==> src/rtl/weather_sensor_pwm_ook_transmitter_defines.svh <==
// Assertion macros shared by the transmitter RTL.
// Expects clk_i and rst_ni in the scope where a macro is used.
`ifndef WEATHER_SENSOR_PWM_OOK_TRANSMITTER_DEFINES_SVH
`define WEATHER_SENSOR_PWM_OOK_TRANSMITTER_DEFINES_SVH

// Same-cycle implication, checked outside reset.
`define WSOOK_ASSERT_IMP(lbl, ante, cons) \
  lbl: assert property (@(posedge clk_i) disable iff (!rst_ni) (ante) |-> (cons)) \
    else $error("same-cycle check failed");

// Next-cycle implication, checked outside reset.
`define WSOOK_ASSERT_NEXT(lbl, ante, cons) \
  lbl: assert property (@(posedge clk_i) disable iff (!rst_ni) (ante) |=> (cons)) \
    else $error("next-cycle check failed");

`endif

==> src/rtl/wsook_pkg.sv <==
// Constants and types for the pulse-width OOK weather packet transmitter.
// No dependencies.
`timescale 1ns / 1ps

package wsook_pkg;

  localparam int unsigned PREAMBLE_TOGGLES = 8;
  localparam int unsigned DATA_BIT_COUNT   = 41;
  localparam int unsigned PACKET_W         = 40;
  localparam int unsigned POS_W   = $clog2(PREAMBLE_TOGGLES + DATA_BIT_COUNT + 1);
  localparam int unsigned IDX_W   = $clog2(PACKET_W);

  localparam logic [POS_W-1:0] POS_PREAMBLE_END = POS_W'(PREAMBLE_TOGGLES);
  localparam logic [POS_W-1:0] POS_LAST = POS_W'(PREAMBLE_TOGGLES + DATA_BIT_COUNT);
  localparam logic [POS_W-1:0] POS_PACKET_W = POS_W'(PACKET_W);
  localparam logic [POS_W-1:0] POS_PACKET_MSB = POS_W'(PACKET_W - 1);
  localparam logic [POS_W-1:0] POS_STEP = POS_W'(1);

  localparam logic [1:0] PHASE_LAST = 2'd2;

  localparam logic OP_TICK = 1'b0;
  localparam logic OP_SEND = 1'b1;

  localparam logic signed [11:0] TEMP_MIN   = -12'sd677;
  localparam logic signed [11:0] TEMP_MAX   = 12'sd1590;
  localparam logic [7:0]         HUM_MAX    = 8'd100;
  localparam logic [11:0]        RAW_OFFSET = 12'd1220;  // 320 + 900
  // x/5 == (x * 52429) >> 18 for x below 2^15
  localparam logic [15:0]        DIV5_RECIP = 16'd52429;
  localparam int unsigned        DIV5_SHIFT = 18;

  localparam logic [7:0] RST_SENSOR_ID    = 8'd232;
  localparam logic       RST_BATTERY_LOW  = 1'b0;
  localparam logic       RST_TEST_FLAG    = 1'b1;
  localparam logic [1:0] RST_CHANNEL      = 2'd2;
  localparam logic [3:0] RST_REPEAT_COUNT = 4'd15;

  localparam int unsigned APB_ADDR_W = 5;

  typedef enum logic [2:0] {
    REG_SENSOR_ID    = 3'd0,
    REG_BATTERY_LOW  = 3'd1,
    REG_TEST_FLAG    = 3'd2,
    REG_CHANNEL      = 3'd3,
    REG_REPEAT_COUNT = 3'd4
  } reg_idx_e;

  typedef enum logic [1:0] {
    SEND_NONE    = 2'd0,
    SEND_BUILT   = 2'd1,
    SEND_INVALID = 2'd2,
    SEND_BUSY    = 2'd3
  } send_result_e;

endpackage

==> src/rtl/weather_sensor_pwm_ook_transmitter.sv <==
// Pulse-width OOK weather packet transmitter: request/tick pipeline and APB registers.
// Depends on wsook_pkg and weather_sensor_pwm_ook_transmitter_defines.svh.
//
//   channel   direction  handshake               payload
//   in        sink       in_valid_i / in_stall_o   op_i, temperature_i, humidity_i
//   out       source     out_valid_o / out_stall_i tx_level_o, busy_res_o,
//                                                  send_result_o, packet_done_o
//   config    APB        psel/penable/pready       paddr, pwdata, prdata
//
// One word per cycle in and out unless the output stalls; each word is registered
// in the input register, then the result register. Throughput is set by the single
// update stage between them. rst_ni clears the pipeline, the transmitter state and the
// stored packet, and loads the register defaults. A stalled output holds both stages
// once the input register is full; input is taken while that register is empty or the
// result register is free or being drained.
`timescale 1ns / 1ps
`include "weather_sensor_pwm_ook_transmitter_defines.svh"

module weather_sensor_pwm_ook_transmitter (
  input  logic        clk_i,
  input  logic        rst_ni,
  input  logic        in_valid_i,
  output logic        in_stall_o,
  input  logic        op_i,
  input  logic [11:0] temperature_i,
  input  logic [7:0]  humidity_i,
  output logic        out_valid_o,
  input  logic        out_stall_i,
  output logic        tx_level_o,
  output logic        busy_res_o,
  output logic [1:0]  send_result_o,
  output logic        packet_done_o,
  input  logic        psel,
  input  logic        penable,
  input  logic        pwrite,
  input  logic [wsook_pkg::APB_ADDR_W-1:0] paddr,
  input  logic [31:0] pwdata,
  output logic [31:0] prdata,
  output logic        pready
);

  // configuration registers
  logic [7:0] sensor_id_q;
  logic       battery_low_q;
  logic       test_flag_q;
  logic [1:0] channel_q;
  logic [3:0] repeat_count_q;

  wsook_pkg::reg_idx_e reg_idx;
  logic                cfg_wr;

  // input register
  logic        s1_valid_q;
  logic        s1_op_q;
  logic [11:0] s1_temp_q;
  logic [7:0]  s1_hum_q;

  // result register
  logic       out_valid_q;
  logic       out_level_q;
  logic       out_busy_q;
  logic [1:0] out_result_q;
  logic       out_done_q;

  // transmitter state
  logic [wsook_pkg::PACKET_W-1:0] packet_q, packet_d;
  logic [wsook_pkg::POS_W-1:0]    pos_q, pos_d;
  logic [1:0]                     phase_q, phase_d;
  logic                           bit_val_q, bit_val_d;
  logic [3:0]                     reps_q, reps_d;
  logic                           line_q, line_d;
  logic                           sending_q, sending_d;

  wsook_pkg::send_result_e result_d;
  logic                    done_d;

  logic out_free;
  logic advance;

  assign pready  = 1'b1;
  assign reg_idx = wsook_pkg::reg_idx_e'(paddr[4:2]);
  assign cfg_wr  = psel && penable && pwrite;

  always_comb begin
    prdata = '0;
    case (reg_idx)
      wsook_pkg::REG_SENSOR_ID:    prdata = 32'(sensor_id_q);
      wsook_pkg::REG_BATTERY_LOW:  prdata = 32'(battery_low_q);
      wsook_pkg::REG_TEST_FLAG:    prdata = 32'(test_flag_q);
      wsook_pkg::REG_CHANNEL:      prdata = 32'(channel_q);
      wsook_pkg::REG_REPEAT_COUNT: prdata = 32'(repeat_count_q);
      default:                     prdata = '0;
    endcase
  end

  always_ff @(posedge clk_i or negedge rst_ni) begin
    if (!rst_ni) begin
      sensor_id_q    <= wsook_pkg::RST_SENSOR_ID;
      battery_low_q  <= wsook_pkg::RST_BATTERY_LOW;
      test_flag_q    <= wsook_pkg::RST_TEST_FLAG;
      channel_q      <= wsook_pkg::RST_CHANNEL;
      repeat_count_q <= wsook_pkg::RST_REPEAT_COUNT;
    end else if (cfg_wr) begin
      case (reg_idx)
        wsook_pkg::REG_SENSOR_ID:    sensor_id_q    <= pwdata[7:0];
        wsook_pkg::REG_BATTERY_LOW:  battery_low_q  <= pwdata[0];
        wsook_pkg::REG_TEST_FLAG:    test_flag_q    <= pwdata[0];
        wsook_pkg::REG_CHANNEL:      channel_q      <= pwdata[1:0];
        wsook_pkg::REG_REPEAT_COUNT: repeat_count_q <= pwdata[3:0];
        default: ;
      endcase
    end
  end

  // pipeline control
  assign out_free   = !out_valid_q || !out_stall_i;
  assign advance    = s1_valid_q && out_free;
  assign in_stall_o = s1_valid_q && !out_free;

  always_ff @(posedge clk_i or negedge rst_ni) begin
    if (!rst_ni) begin
      s1_valid_q <= 1'b0;
    end else if (!in_stall_o) begin
      s1_valid_q <= in_valid_i;
    end
  end

  always_ff @(posedge clk_i) begin
    if (in_valid_i && !in_stall_o) begin
      s1_op_q   <= op_i;
      s1_temp_q <= temperature_i;
      s1_hum_q  <= humidity_i;
    end
  end

  // raw temperature: trunc(t * 9 / 5) + 1220, mod 4096
  logic        t_neg;
  logic [11:0] t_mag;
  logic [14:0] t_mag9;
  logic [30:0] t_prod;
  logic [11:0] t_quot;
  logic [11:0] raw;
  logic        req_ok;
  logic [7:0]  b0, b1, b2, b3, b4;

  assign t_neg  = s1_temp_q[11];
  assign t_mag  = t_neg ? (12'd0 - s1_temp_q) : s1_temp_q;
  assign t_mag9 = (15'(t_mag) << 3) + 15'(t_mag);
  assign t_prod = 31'(t_mag9) * 31'(wsook_pkg::DIV5_RECIP);
  assign t_quot = t_prod[wsook_pkg::DIV5_SHIFT +: 12];
  assign raw    = t_neg ? (wsook_pkg::RAW_OFFSET - t_quot) : (wsook_pkg::RAW_OFFSET + t_quot);

  assign req_ok = (channel_q != 2'd0) && (s1_hum_q <= wsook_pkg::HUM_MAX) &&
                  ($signed(s1_temp_q) >= wsook_pkg::TEMP_MIN) &&
                  ($signed(s1_temp_q) <= wsook_pkg::TEMP_MAX);

  assign b0 = sensor_id_q;
  assign b1 = {battery_low_q, test_flag_q, channel_q, raw[11:8]};
  assign b2 = raw[7:0];
  assign b3 = s1_hum_q;
  assign b4 = b0 + b1 + b2 + b3;

  // next data bit, zero past the packet end
  logic [wsook_pkg::POS_W-1:0] data_idx;
  logic [wsook_pkg::POS_W-1:0] pkt_sel;
  logic                        data_bit;

  assign data_idx = pos_q - wsook_pkg::POS_PREAMBLE_END;
  assign pkt_sel  = wsook_pkg::POS_PACKET_MSB - data_idx;
  assign data_bit = (data_idx < wsook_pkg::POS_PACKET_W) ?
                    packet_q[pkt_sel[wsook_pkg::IDX_W-1:0]] : 1'b0;

  always_comb begin
    packet_d  = packet_q;
    pos_d     = pos_q;
    phase_d   = phase_q;
    bit_val_d = bit_val_q;
    reps_d    = reps_q;
    line_d    = line_q;
    sending_d = sending_q;
    result_d  = wsook_pkg::SEND_NONE;
    done_d    = 1'b0;

    if (s1_op_q == wsook_pkg::OP_SEND) begin
      if (sending_q) begin
        result_d = wsook_pkg::SEND_BUSY;
      end else begin
        if (req_ok) begin
          packet_d = {b0, b1, b2, b3, b4};
          result_d = wsook_pkg::SEND_BUILT;
        end else begin
          result_d = wsook_pkg::SEND_INVALID;
        end
        pos_d     = '0;
        phase_d   = '0;
        line_d    = 1'b0;
        reps_d    = repeat_count_q;
        sending_d = (repeat_count_q != 4'd0);
      end
    end else if (sending_q) begin
      if (phase_q == 2'd0) begin
        if (pos_q >= wsook_pkg::POS_PREAMBLE_END) begin
          bit_val_d = data_bit;
        end
        pos_d  = pos_q + wsook_pkg::POS_STEP;
        line_d = !line_q;
      end else if (pos_q > wsook_pkg::POS_PREAMBLE_END) begin
        // drop the line after one tick for a zero, two for a one
        if ((!bit_val_q && phase_q == 2'd1) || (bit_val_q && phase_q == 2'd2)) begin
          line_d = 1'b0;
          if (pos_q >= wsook_pkg::POS_LAST) begin
            done_d = 1'b1;
          end
        end
      end
      phase_d = (phase_q >= wsook_pkg::PHASE_LAST) ? 2'd0 : phase_q + 2'd1;
      if (done_d) begin
        reps_d    = reps_q - 4'd1;
        pos_d     = '0;
        phase_d   = '0;
        line_d    = 1'b0;
        sending_d = (reps_q != 4'd1);
      end
    end
  end

  always_ff @(posedge clk_i or negedge rst_ni) begin
    if (!rst_ni) begin
      packet_q  <= '0;
      pos_q     <= '0;
      phase_q   <= '0;
      bit_val_q <= 1'b0;
      reps_q    <= '0;
      line_q    <= 1'b0;
      sending_q <= 1'b0;
    end else if (advance) begin
      packet_q  <= packet_d;
      pos_q     <= pos_d;
      phase_q   <= phase_d;
      bit_val_q <= bit_val_d;
      reps_q    <= reps_d;
      line_q    <= line_d;
      sending_q <= sending_d;
    end
  end

  always_ff @(posedge clk_i or negedge rst_ni) begin
    if (!rst_ni) begin
      out_valid_q <= 1'b0;
    end else if (out_free) begin
      out_valid_q <= s1_valid_q;
    end
  end

  always_ff @(posedge clk_i) begin
    if (advance) begin
      out_level_q  <= line_d;
      out_busy_q   <= sending_d;
      out_result_q <= result_d;
      out_done_q   <= done_d;
    end
  end

  assign out_valid_o   = out_valid_q;
  assign tx_level_o    = out_level_q;
  assign busy_res_o    = out_busy_q;
  assign send_result_o = out_result_q;
  assign packet_done_o = out_done_q;

  `WSOOK_ASSERT_IMP(a_phase_range, 1'b1, phase_q != 2'd3)
  `WSOOK_ASSERT_IMP(a_idle_parked, !sending_q,
                    !line_q && phase_q == 2'd0 && pos_q == '0)
  `WSOOK_ASSERT_IMP(a_busy_has_reps, sending_q, reps_q != 4'd0)
  `WSOOK_ASSERT_IMP(a_pos_bound, 1'b1, pos_q <= wsook_pkg::POS_LAST)
  `WSOOK_ASSERT_IMP(a_done_line_low, out_valid_o && packet_done_o,
                    !tx_level_o && send_result_o == wsook_pkg::SEND_NONE)
  `WSOOK_ASSERT_NEXT(a_hold_on_stall, in_stall_o, s1_valid_q)

endmodule

==> config.mk <==
export PLATFORM = sky130hd
export DESIGN_NAME = weather_sensor_pwm_ook_transmitter
export DESIGN_NICKNAME = d
export VERILOG_FILES = /design/src/rtl/wsook_pkg.sv /design/src/rtl/weather_sensor_pwm_ook_transmitter.sv
export VERILOG_INCLUDE_DIRS = /design/src /design/src/rtl
export SDC_FILE = /design/constraint.sdc
export NUM_CORES = 1
export LEC_CHECK = 0
export BUFFER_PORTS_ARGS = -buffer_cell sky130_fd_sc_hd__buf_2
export CORE_MARGIN = 2
export CORE_UTILIZATION = 25
export DETAILED_ROUTE_END_ITERATION = 6
export GPL_ROUTABILITY_DRIVEN = 0
export GPL_TIMING_DRIVEN = 0
export MAX_ROUTING_LAYER = met4
export SLEW_MARGIN = 30
export SYNTH_ARGS = -nofsm -noshare
export SYNTH_HDL_FRONTEND = slang
export SYNTH_SLANG_ARGS = --single-unit
==> constraint.sdc <==
create_clock -name clk_i -period 22.7 [get_ports clk_i]
set_input_delay 2.27 -clock clk_i [delete_from_list [all_inputs] [get_ports clk_i]]
set_output_delay 2.27 -clock clk_i [all_outputs]
set_load 0.005 [all_outputs]
# [Yosys cells after proc, flatten, opt, wreduce, memory -nomap -nowiden]
# Cells that the tools add are included.
[word_totals] n_memories=0 inputBits=65 register_bits=99 wordCells=128 latchBits=0 mem_bits_ro=0 output_inout_bits=40 ram_bits=0
[op_classes] n_eq_ne=8 bitwise_logic=2 muxes=39 add_sub_neg=12 n_lt_le_gt_ge=9 shift=0 multipliers=1 div_mod_pow=0 n_reduce_logical=36
[op_table] op="8-bit case mux with 5 select lines" n=1
[op_table] op="15-bit by 16-bit multiplier with 30-bit output (second input constant)" n=1
[op_table] op="6-bit two-way mux" n=5
[op_table] op="8-bit adder" n=3
[op_table] op="12-bit two-way mux" n=2
[op_table] op="1-bit two-way mux" n=19
[op_table] op="4-bit two-way mux" n=4
[op_table] op="15-bit by 12-bit adder with 15-bit output" n=1
[op_table] op="2-bit two-way mux" n=7
[op_table] op="11-bit by 12-bit adder with 12-bit output (first input constant)" n=1
[op_table] op="12-bit by 11-bit greater-or-equal comparator with 1-bit output (second input constant)" n=1
[op_table] op="12-bit <= comparator (second input constant)" n=1
[op_table] op="4-bit AND reduction" n=3
[op_table] op="1-bit by 12-bit subtractor with 12-bit output (first input constant)" n=1
[op_table] op="11-bit by 12-bit subtractor with 12-bit output (first input constant)" n=1
[op_table] op="1-bit logical AND" n=10
[op_table] op="2-bit AND reduction" n=5
[op_table] op="8-bit by 7-bit <= comparator with 1-bit output (second input constant)" n=1
[op_table] op="6-bit by 7-bit less-than comparator with 1-bit output (second input constant)" n=1
[op_table] op="6-bit by 1-bit adder with 6-bit output (second input constant)" n=1
[op_table] op="1-bit binary-select mux with 6-bit select" n=1
[op_table] op="3-bit by 2-bit equality test with 1-bit output (second input constant)" n=2
[op_table] op="6-bit by 4-bit greater-or-equal comparator with 1-bit output (second input constant)" n=1
[op_table] op="6-bit greater-or-equal comparator (second input constant)" n=1
[op_table] op="other kinds (24)" n=33

# [Longest topological paths before layout]
# Gate-level depths: netlist of run 1.
[depth] ltp_word=11 depth_mapped=50 mapped_depth_nobuf=50

# [Worst setup path after synthesis of run 1]
# No wires, ideal clock.
[synth_path] path_kind="reg2reg" startpoint="register s1_temp_q[0]" endpoint="register packet_q[7] in the netlist's numbering" stages_incl_launch_ff=46 n_path_buf=0 setup_time_ns=0.125 required_ns=22.575 arrival_ns=11.642 slack_ns=10.933 cell_sequence="edfxtp_1 > inv_1 > ha_1 > a21oi_1 > xor2_1 > ha_1 > a21o_1 > a21oi_1 > o21bai_1 > a21oi_1 > nor2b_1 > o31ai_1 > nand2_1 > a21oi_1 > o21bai_1 > ha_1 > inv_1 > fa_1 > (+10 left out) > or4_4 > nand4_4 > ha_1 > a21oi_1 > o311a_1 > o211ai_1 > xor2_1 > fa_1 > fa_1 > inv_1 > fa_1 > a21o_1 > a21o_1 > a21o_1 > a21oi_1 > xnor2_1 > xnor3_1 > mux2_4"
[synth_between] elab_chain_len=9 word_cells_on_any_way=15 cone_classes="add/sub: 7; mul: 1; order compare: 2; mux: 2; reduce/logical: 3"
[synth_rtl] element="start: declaration" line_no="weather_sensor_pwm_ook_transmitter.sv:55" text="logic [11:0] s1_temp_q;"
[synth_rtl] element="start signal: assignment" line_no="weather_sensor_pwm_ook_transmitter.sv:131" text="s1_temp_q <= temperature_i;"
[synth_rtl] element="1-bit by 12-bit subtractor with 12-bit output" line_no="weather_sensor_pwm_ook_transmitter.sv:147" text="assign t_mag = t_neg ? (12'd0 - s1_temp_q) : s1_temp_q;"
[synth_rtl] element="12-bit two-way mux" line_no="weather_sensor_pwm_ook_transmitter.sv:147"
[synth_rtl] element="15-bit by 12-bit adder with 15-bit output" line_no="weather_sensor_pwm_ook_transmitter.sv:148" text="assign t_mag9 = (15'(t_mag) << 3) + 15'(t_mag);"
[synth_rtl] element="15-bit by 16-bit multiplier with 30-bit output" line_no="weather_sensor_pwm_ook_transmitter.sv:149" text="assign t_prod = 31'(t_mag9) * 31'(wsook_pkg::DIV5_RECIP);"
[synth_rtl] element="11-bit by 12-bit adder with 12-bit output / 11-bit by 12-bit subtractor with 12-bit output (equally long branches)" line_no="weather_sensor_pwm_ook_transmitter.sv:151" text="assign raw = t_neg ? (wsook_pkg::RAW_OFFSET - t_quot) : (wsook_pkg::RAW_OFFSET + t_quot);"
[synth_rtl] element="12-bit two-way mux" line_no="weather_sensor_pwm_ook_transmitter.sv:151"
[synth_rtl] element="8-bit adder (3 in series)" line_no="weather_sensor_pwm_ook_transmitter.sv:161" text="assign b4 = b0 + b1 + b2 + b3;"
[synth_rtl] element="end signal: assignment" line_no="weather_sensor_pwm_ook_transmitter.sv:237" text="packet_q <= packet_d;"
[synth_rtl] element="end: declaration" line_no="weather_sensor_pwm_ook_transmitter.sv:66" text="logic [wsook_pkg::PACKET_W-1:0] packet_q, packet_d;"
# Several ways; a longest one is shown, not always the timed one.
# A chain may end at the register's enable or synchronous reset.

# [Worst setup path in the final report of run 1]
# Same ends and word-level chain as after synthesis.

==> metrics.txt, run 1 <==
status finished, final reports clean; cells after synthesis 1069; dpl hpwl 19700 um; io pins 105; Fin Setup TNS 0 ns; initial antenna violation count 0; post-CTS setup repair buffer count 0; number of global-route vias before repair 7730; die height 207 um; Least-Margin Pin Slew 0.897 ns; number of CTS-inserted buffers 9; clk_skew 0.0134 ns; layout cells sized above 1 14.3%; syn avg cell area 9.64 um2; R2R Setup Slk 9.42 ns; Post-CTS Resized 0; Max Freq 75.3 MHz; Final Hold Viols 0; Area growth, synth to finish 13.3%; routed len/inst 14.1 um; first-pass GRT wire length 39500 um; clk slew on worst S/H paths 0.08 ns; CP Class reg -> reg; drt total wl 23900 um; Synth area leader ha_1; DRT iter0 DRCs 357; Area contributors post-synth ha_1 17%, dfrtp_1 15%, fa_1 14%, edfxtp_1 7.6%, inv_1 5.8%; Yosys warnings 0; Final Cycle Share 58.5%; WP data arrival 13.53 ns; Remaining DRCs 0; ANT cells 0; largest net degree at the start of global routing 46; area of the core 0.0407 mm2; relative slew slack 39.7%; number of enable flip-flop cells after synthesis 26; Hold Buf Count CTS 0; Clock Path Buffers 2; # port buffers 53; Via density 4.52; Top FF cell, synth dfrtp_1; Slew Limit Fails 0; drt first pass iters 5; Seq cells post-synth 99; die width 207 um; CTS sink cnt 99; TritonCTS clock tree built; Critical Path RT 22.95 ns; crit-path max cell delay 0.66 ns; share of the synthesized area in the top cell type 17.1%; Critical Path Slowest Stage Cell edfxtp_1; Hold Slack 0.479 ns; Synth cell types 80; fin cells 1694; crit-path max FO 10; Cells after DPL 1678; crit-path most repeated cell fa_1; final core occ 28.7%; Nets 1436; crit-path leading delay family adder cells; initial core utilization 25.3%; CTS HTree Levels 3; GR Overflow Total 0; startpoint types flip-flop; Final Setup Violations 0; clk_lat worst skew 0.37 ns; RSZ-0062 raised after global routing false; Die ar. 0.0429 mm2; antenna-violating nets left 0; routed vias 7661; FFs w/ async S/R, synth 73.7%; Mapped Area 0.0103 mm2; Hold Path Class reg -> reg; Tmin final 13.28 ns; Buf/Inv on CP 6; aggregate global-route resource usage 11.7%; Rows 74; Max Cap Violations 0; Worst setup EP type flip-flop; sequential share of the synthesized area 25.4%; Root Buffer clkbuf_16
## layer usage
metal	up-vias	GRT usage, %	part of all wire, %
met2	138	19.6	50
li1	3757	-	-
met4	0	2.32	1.0
met5	-	-	0
met1	3748	14.9	45
met3	18	2.12	4.0
## final cells by class
cell class / instances / area [um2]
fillers: 4316 / 29100
multi-input cells: 780 / 6880
flip-flops and latches: 99 / 2620
well taps: 532 / 666
inverters: 161 / 604
plain buffers: 52 / 300
repair buffers: 54 / 295
clock buffers: 10 / 229
clock inverters: 6 / 83.8
## flip-flops by register name (all words and copies together), names as in the netlist, 2 cells and up
name	flops
packet_q	40
s1_temp_q	12
b0	8
b3	8
pos_q	6
repeat_count_q	4
reps_q	4
channel_q	2
phase_q	2
send_result_o	2
## Yosys cell counts, drive strengths merged (3+ instances only)
library cell and instances:
inv 160, a211oi 6, or4 4, a31oi 9
fa 73, nor4 6, edfxtp 26, or2 4
o21ai 66, o31ai 9, mux4 11, buf 32
dfrtp 63, nor2 29, o211ai 5, nand2b 7
dfstp 10, nand3b 3, ha 141, or3 5
o311ai 4, clkbuf 20, nand3 20, a21o 10
o21bai 7, nand4 4, nor3 16, o22ai 6
xnor2 39, and3 6, xor2 22, nand2 116
mux2i 7, and2 11, a21oi 46, o21a 9
nor2b 7, mux2 19
## metrics by stage
step	setup WS, ns	cell area, um2
final	9.42	11700
after global routing	8.54	11700
after CTS	9.50	11700
after detailed placement	9.53	11400
after global placement	9.64	11300
after floorplan	10.93	10400
## layout by cell type, fill, tap and decap left out, types with 11 or more instances in the layout
cell type	count
dfrtp_1	63
inv_1	158
xnor2_1	38
nor2_1	29
clkbuf_1	21
conb_1	25
nor3_1	16
buf_2	55
buf_4	28
o21ai_0	59
edfxtp_1	26
xor2_1	21
nand2_1	116
ha_1	141
nand3_1	20
fa_1	73
a21oi_1	43
mux2_2	18
mux4_2	11
## final timing paths
path	start	end	cells after the start
max	s1_temp_q[0]$_DFFE_PP_	packet_q[7]$_DFFE_PN0P_	45
max reg2reg	s1_temp_q[0]$_DFFE_PP_	packet_q[7]$_DFFE_PN0P_	45
max in group asynchronous	rst_ni	b0[5]$_DFFE_PN1P_	2
min in group asynchronous	rst_ni	pos_q[0]$_DFFE_PN0P_	1
min	packet_q[5]$_DFFE_PN0P_	packet_q[5]$_DFFE_PN0P_	2
min reg2reg	packet_q[5]$_DFFE_PN0P_	packet_q[5]$_DFFE_PN0P_	2
## cell families after synthesis
kind of cell | count (synthesis) | synth area share, %
compound gates | 196 | 12.2
other cells | 2 | 0.0729
mux | 37 | 5.19
fa+ha+maj | 214 | 31.3
buf+inv | 213 | 8.78
flops | 99 | 25.4
xor+xnor | 62 | 5.55
simple gates | 246 | 11.5
## worst register-to-register path, delay by kind of cell (launching register included)
kind                       cells  cell delay (ns)
DFF                            1             0.66
muxes                          1             0.26
AOI/OAI and AO/OA             17             3.84
adders and majority gates     13             5.69
and+or+nand+nor                3             0.62
buffers and inverters          6             0.59
xor gates and xnor gates       5             1.50
Power of run 1 is left out: the tool's default activity adds up to more than one toggle a clock period on the data nets, which glitch-free logic cannot reach.
==> run 2, diff against run 1 <==
==> constraint.sdc (replaced) <==
create_clock -name clk_i -period 11.3 [get_ports clk_i]
set_input_delay 1.13 -clock clk_i [delete_from_list [all_inputs] [get_ports clk_i]]
set_output_delay 1.13 -clock clk_i [all_outputs]
set_load 0.005 [all_outputs]
==> metrics.txt, run 2 (synthesis gave the netlist of run 1 again) <==
status complete, but fails checks; Buf/Inv on CP 7; Root Buffer clkbuf_16; Slew Limit Fails 0; largest net degree at the start of global routing 42; Hold Path Class reg -> reg; Least-Margin Pin Slew 0.803 ns; Hold Buf Count CTS 0; failing checks negative setup slack; # port buffers 53; die height 207 um; min-delay src packet_q[1]$_DFFE_PN0P_; Post-DP Area 0.0114 mm2; area of the core 0.0407 mm2; DRT iter0 DRCs 374; initial antenna violation count 0; Rows 74; ANT cells 0; number of global-route vias before repair 8153; clk_skew 0.0122 ns; Largest Register packet_q; R2R Setup Slk -0.10 ns; number of CTS-inserted buffers 9; relative slew slack 46.5%; crit-path max FO 4; design area 0.0128 mm2; Critical Path RT 11.54 ns; cells on worst reg2reg path 46; Remaining DRCs 0; CP Class reg -> reg; Top Registers packet_q: 40 flops, s1_temp_q: 12 flops; CTS HTree Levels 3; layout cells sized above 1 26.0%; crit-path leading delay family adder cells; Critical Path Slowest Stage Cell fa_2; final core occ 31.4%; Via density 4.50; routed len/inst 14.1 um; Max Cap Violations 0; Max Freq 87.7 MHz; hold endpoint packet_q[1]$_DFFE_PN0P_; most common cell after layout, fill and taps aside inv_1; Die ar. 0.0429 mm2; io pins 105; Cells after DPL 1678; Tmin final 11.40 ns; post-route setup slack -0.102 ns; routed vias 7908; dpl hpwl 19700 um; Clock Path Buffers 2; startpoint types flip-flop; TritonCTS clock tree built; r2r startpoint s1_temp_q[4]$_DFFE_PP_; crit-path max cell delay 0.58 ns; Final Cycle Share 101%; Area growth, synth to finish 24.2%; Worst setup EP type flip-flop; CTS sink cnt 99; clk slew on worst S/H paths 0.07 ns; Final Hold Viols 0; drt total wl 24700 um; max FFs per register 40; fin cells 1757; first-pass GRT wire length 41200 um; Nets 1499; clk_lat worst skew 0.35 ns; most frequent cells in the layout 149 x inv_1, 127 x ha_1, 115 x nand2_1; WP data arrival 11.64 ns; RSZ-0062 raised after global routing true; Hold Path Stages 2; reg2reg end packet_q[7]$_DFFE_PN0P_; die width 207 um; Setup WS pre-CTS -1.61 ns; aggregate global-route resource usage 12.0%; Final Setup Violations 1; GR Overflow Total 0; antenna-violating nets left 0; drt first pass iters 5; initial core utilization 25.3%
run 2: changes by cell type in the layout (fill, tap and decap cells not counted), sizes merged:
cell    delta
buf       +65
clkbuf     -2
bufinv     -1
clkinv     +1
run 2: layout make-up:
type	instances	area (um2)
Fill cell	4198	27900
Multi-Input combinational cell	780	7500
Sequential cell	99	2620
Timing Repair Buffer	119	800
Tap cell	532	666
Inverter	161	609
Buffer	50	317
Clock buffer	10	229
Clock inverter	6	57.6
run 2: through the flow:
stage	hold WS, ns	setup TNS, ns
6_report	0.480	-0.102
5_1_grt	0.508	-0.540
4_1_cts	0.480	-0.0725
3_5_place_dp	0.462	-5.07
3_3_place_gp	0.457	-4.58
2_1_floorplan	0.440	0
run 2: metal layers:
layer / wire length [um] / part of all wire [%] / GRT usage [%]
met4: 408 / 1.7 / 2.68
met1: 11700 / 47 / 15.7
met2: 11800 / 48 / 19.4
met5: 0 / 0 / -
met3: 720 / 2.9 / 1.96
run 2: worst register-to-register path, delay by kind of cell (launching register included):
family,cells,cell delay [ns]
fa+ha+maj,12,4.99
compound gates,14,2.53
simple gates,7,1.61
xor+xnor,5,0.87
buf+inv,7,0.56
flops,1,0.45
mux,1,0.26
run 2: how the worst max path moves through the flow:
stage / end / slack, ns / startpoint / depth (start not counted)
2_1_floorplan: packet_q[7]$_DFFE_PN0P_ / 0.04 / s1_temp_q[0]$_DFFE_PP_ / 46
3_3_place_gp: packet_q[7]$_DFFE_PN0P_ / -1.54 / s1_temp_q[0]$_DFFE_PP_ / 44
3_5_place_dp: packet_q[7]$_DFFE_PN0P_ / -1.61 / s1_temp_q[0]$_DFFE_PP_ / 45
4_1_cts: packet_q[7]$_DFFE_PN0P_ / -0.07 / s1_temp_q[0]$_DFFE_PP_ / 46
5_1_grt: packet_q[7]$_DFFE_PN0P_ / -0.51 / s1_temp_q[2]$_DFFE_PP_ / 53
6_report: packet_q[7]$_DFFE_PN0P_ / -0.10 / s1_temp_q[4]$_DFFE_PP_ / 46
run 2: timing repair:
item | in CTS | in global routing
buffers inserted | 49 | 17
pin swaps | 53 | 44
setup endpoints to repair | 6 | 4
resized for setup | 73 | 39
Power of run 2 is left out for the same reason.
==> run 3, diff against run 2 <==
--- a/config.mk
+++ b/config.mk
@@ -11,8 +11,8 @@
 export CORE_UTILIZATION = 25
 export DETAILED_ROUTE_END_ITERATION = 6
 export GPL_ROUTABILITY_DRIVEN = 0
-export GPL_TIMING_DRIVEN = 0
 export MAX_ROUTING_LAYER = met4
+export PLACE_DENSITY_LB_ADDON = 0.08
 export SLEW_MARGIN = 30
 export SYNTH_ARGS = -nofsm -noshare
 export SYNTH_HDL_FRONTEND = slang
==> metrics.txt, run 3 (synthesis gave the netlist of run 1 again) <==
layout cells sized above 1 28.4%; Post-DP Area 0.0122 mm2; Hold Buf Count CTS 0; fill count 4327; # port buffers 53; Worst setup EP type flip-flop; routed len/inst 15.5 um; crit-path max cell delay 0.61 ns; first-pass GRT wire length 45100 um; die height 207 um; Final Hold Viols 0; RSZ-0062 raised after global routing true; startpoint types flip-flop; max FFs per register 40; Final Setup Violations 0; crit-path most repeated cell fa_2; TritonCTS clock tree built; Buf/Inv on CP 10; GR Overflow Total 0; status finished, final reports clean; Least-Margin Pin Slew 0.852 ns; drt total wl 28000 um; routed vias 7805; design area 0.0130 mm2; Max Cap Violations 0; final core occ 32.0%; Largest Register packet_q; relative slew slack 43.2%; initial core utilization 25.3%; Critical Path RT 11.56 ns; number of global-route vias before repair 8243; Slew Limit Fails 0; Hold Path Class reg -> reg; number of CTS-inserted buffers 9; CTS HTree Levels 3; Area growth, synth to finish 26.3%; dpl hpwl 23400 um; Remaining DRCs 0; DRT iter0 DRCs 305; CP Class reg -> reg; most common cell after layout, fill and taps aside buf_4; antenna-violating nets left 0; Via density 4.32; die width 207 um; crit-path leading delay family adder cells; initial antenna violation count 0; WP data arrival 11.50 ns; io pins 105; crit-path max FO 4; clk_lat worst skew 0.37 ns; drt first pass iters 4; clk_skew 0.0133 ns; Root Buffer clkbuf_16; Nets 1547; ANT cells 0; Tmin final 11.24 ns; area of the core 0.0407 mm2; Top Registers packet_q: 40 flops, s1_temp_q: 12 flops; most frequent cells in the layout 162 x buf_4, 153 x inv_1, 130 x ha_1; Critical Path Slowest Stage Cell fa_2; Hold Slack 0.473 ns; Max Freq 89.0 MHz; CTS sink cnt 99; clk slew on worst S/H paths 0.08 ns; largest net degree at the start of global routing 61; Die ar. 0.0429 mm2; Rows 74; Final Cycle Share 99.5%; aggregate global-route resource usage 13.7%; Clock Path Buffers 2
-- run 3: layout make-up --
cell class | count | area [um2] | share of cell area [%]
repair buffers | 217 | 1510 | 11.6
clock buffers | 14 | 297 | 2.28
multi-input cells | 780 | 7290 | 56.0
well taps | 532 | 666 | 5.11
clock inverters | 2 | 38.8 | 0.298
inverters | 161 | 604 | 4.64
flip-flops and latches | 99 | 2620 | 20.1
-- run 3: worst paths after layout --
kind / to / slack, ns / startpoint / cells past startpoint
min in group asynchronous: packet_q[1]$_DFFE_PN0P_ / 0.64 / rst_ni / 1
max in group asynchronous: b0[2]$_DFFE_PN0P_ / 9.61 / rst_ni / 2
setup / recovery: packet_q[7]$_DFFE_PN0P_ / 0.06 / s1_temp_q[2]$_DFFE_PP_ / 48
hold reg to reg: packet_q[17]$_DFFE_PN0P_ / 0.47 / packet_q[17]$_DFFE_PN0P_ / 2
setup reg to reg: packet_q[7]$_DFFE_PN0P_ / 0.06 / s1_temp_q[2]$_DFFE_PP_ / 48
hold / removal: packet_q[17]$_DFFE_PN0P_ / 0.47 / packet_q[17]$_DFFE_PN0P_ / 2
-- run 3: layer usage --
layer,global-route usage [%],vias up,share of wire [%]
met3,2.23,14,1.9
met5,-,-,0
met4,2.22,0,1.0
li1,-,3968,-
met2,22.9,47,50
met1,17.8,3776,47
-- run 3: worst min-delay path, stage by stage (launching register included) --
cell	delay, ns
dfrtp_1	0.34
nand2_1	0.05
nand2_1	0.05
-- run 3: what timing repair did --
item                                    in CTS  in global routing
pin swaps                                   50                 29
resized for setup                           39                 29
setup buffers                               19                  6
endpoints found under the setup margin       2                  4
-- run 3: through the flow --
step                worst slack (ns)  instances  TNS (ns)
floorplan                     0.0363       1092         0
global placement              -0.413       1764    -0.512
detailed placement            -0.467       1764    -0.583
CTS                          -0.0845       1799   -0.0845
global route                  -0.435       1805    -0.538
finish                        0.0578       1805         0
Power of run 3 is left out for the same reason.
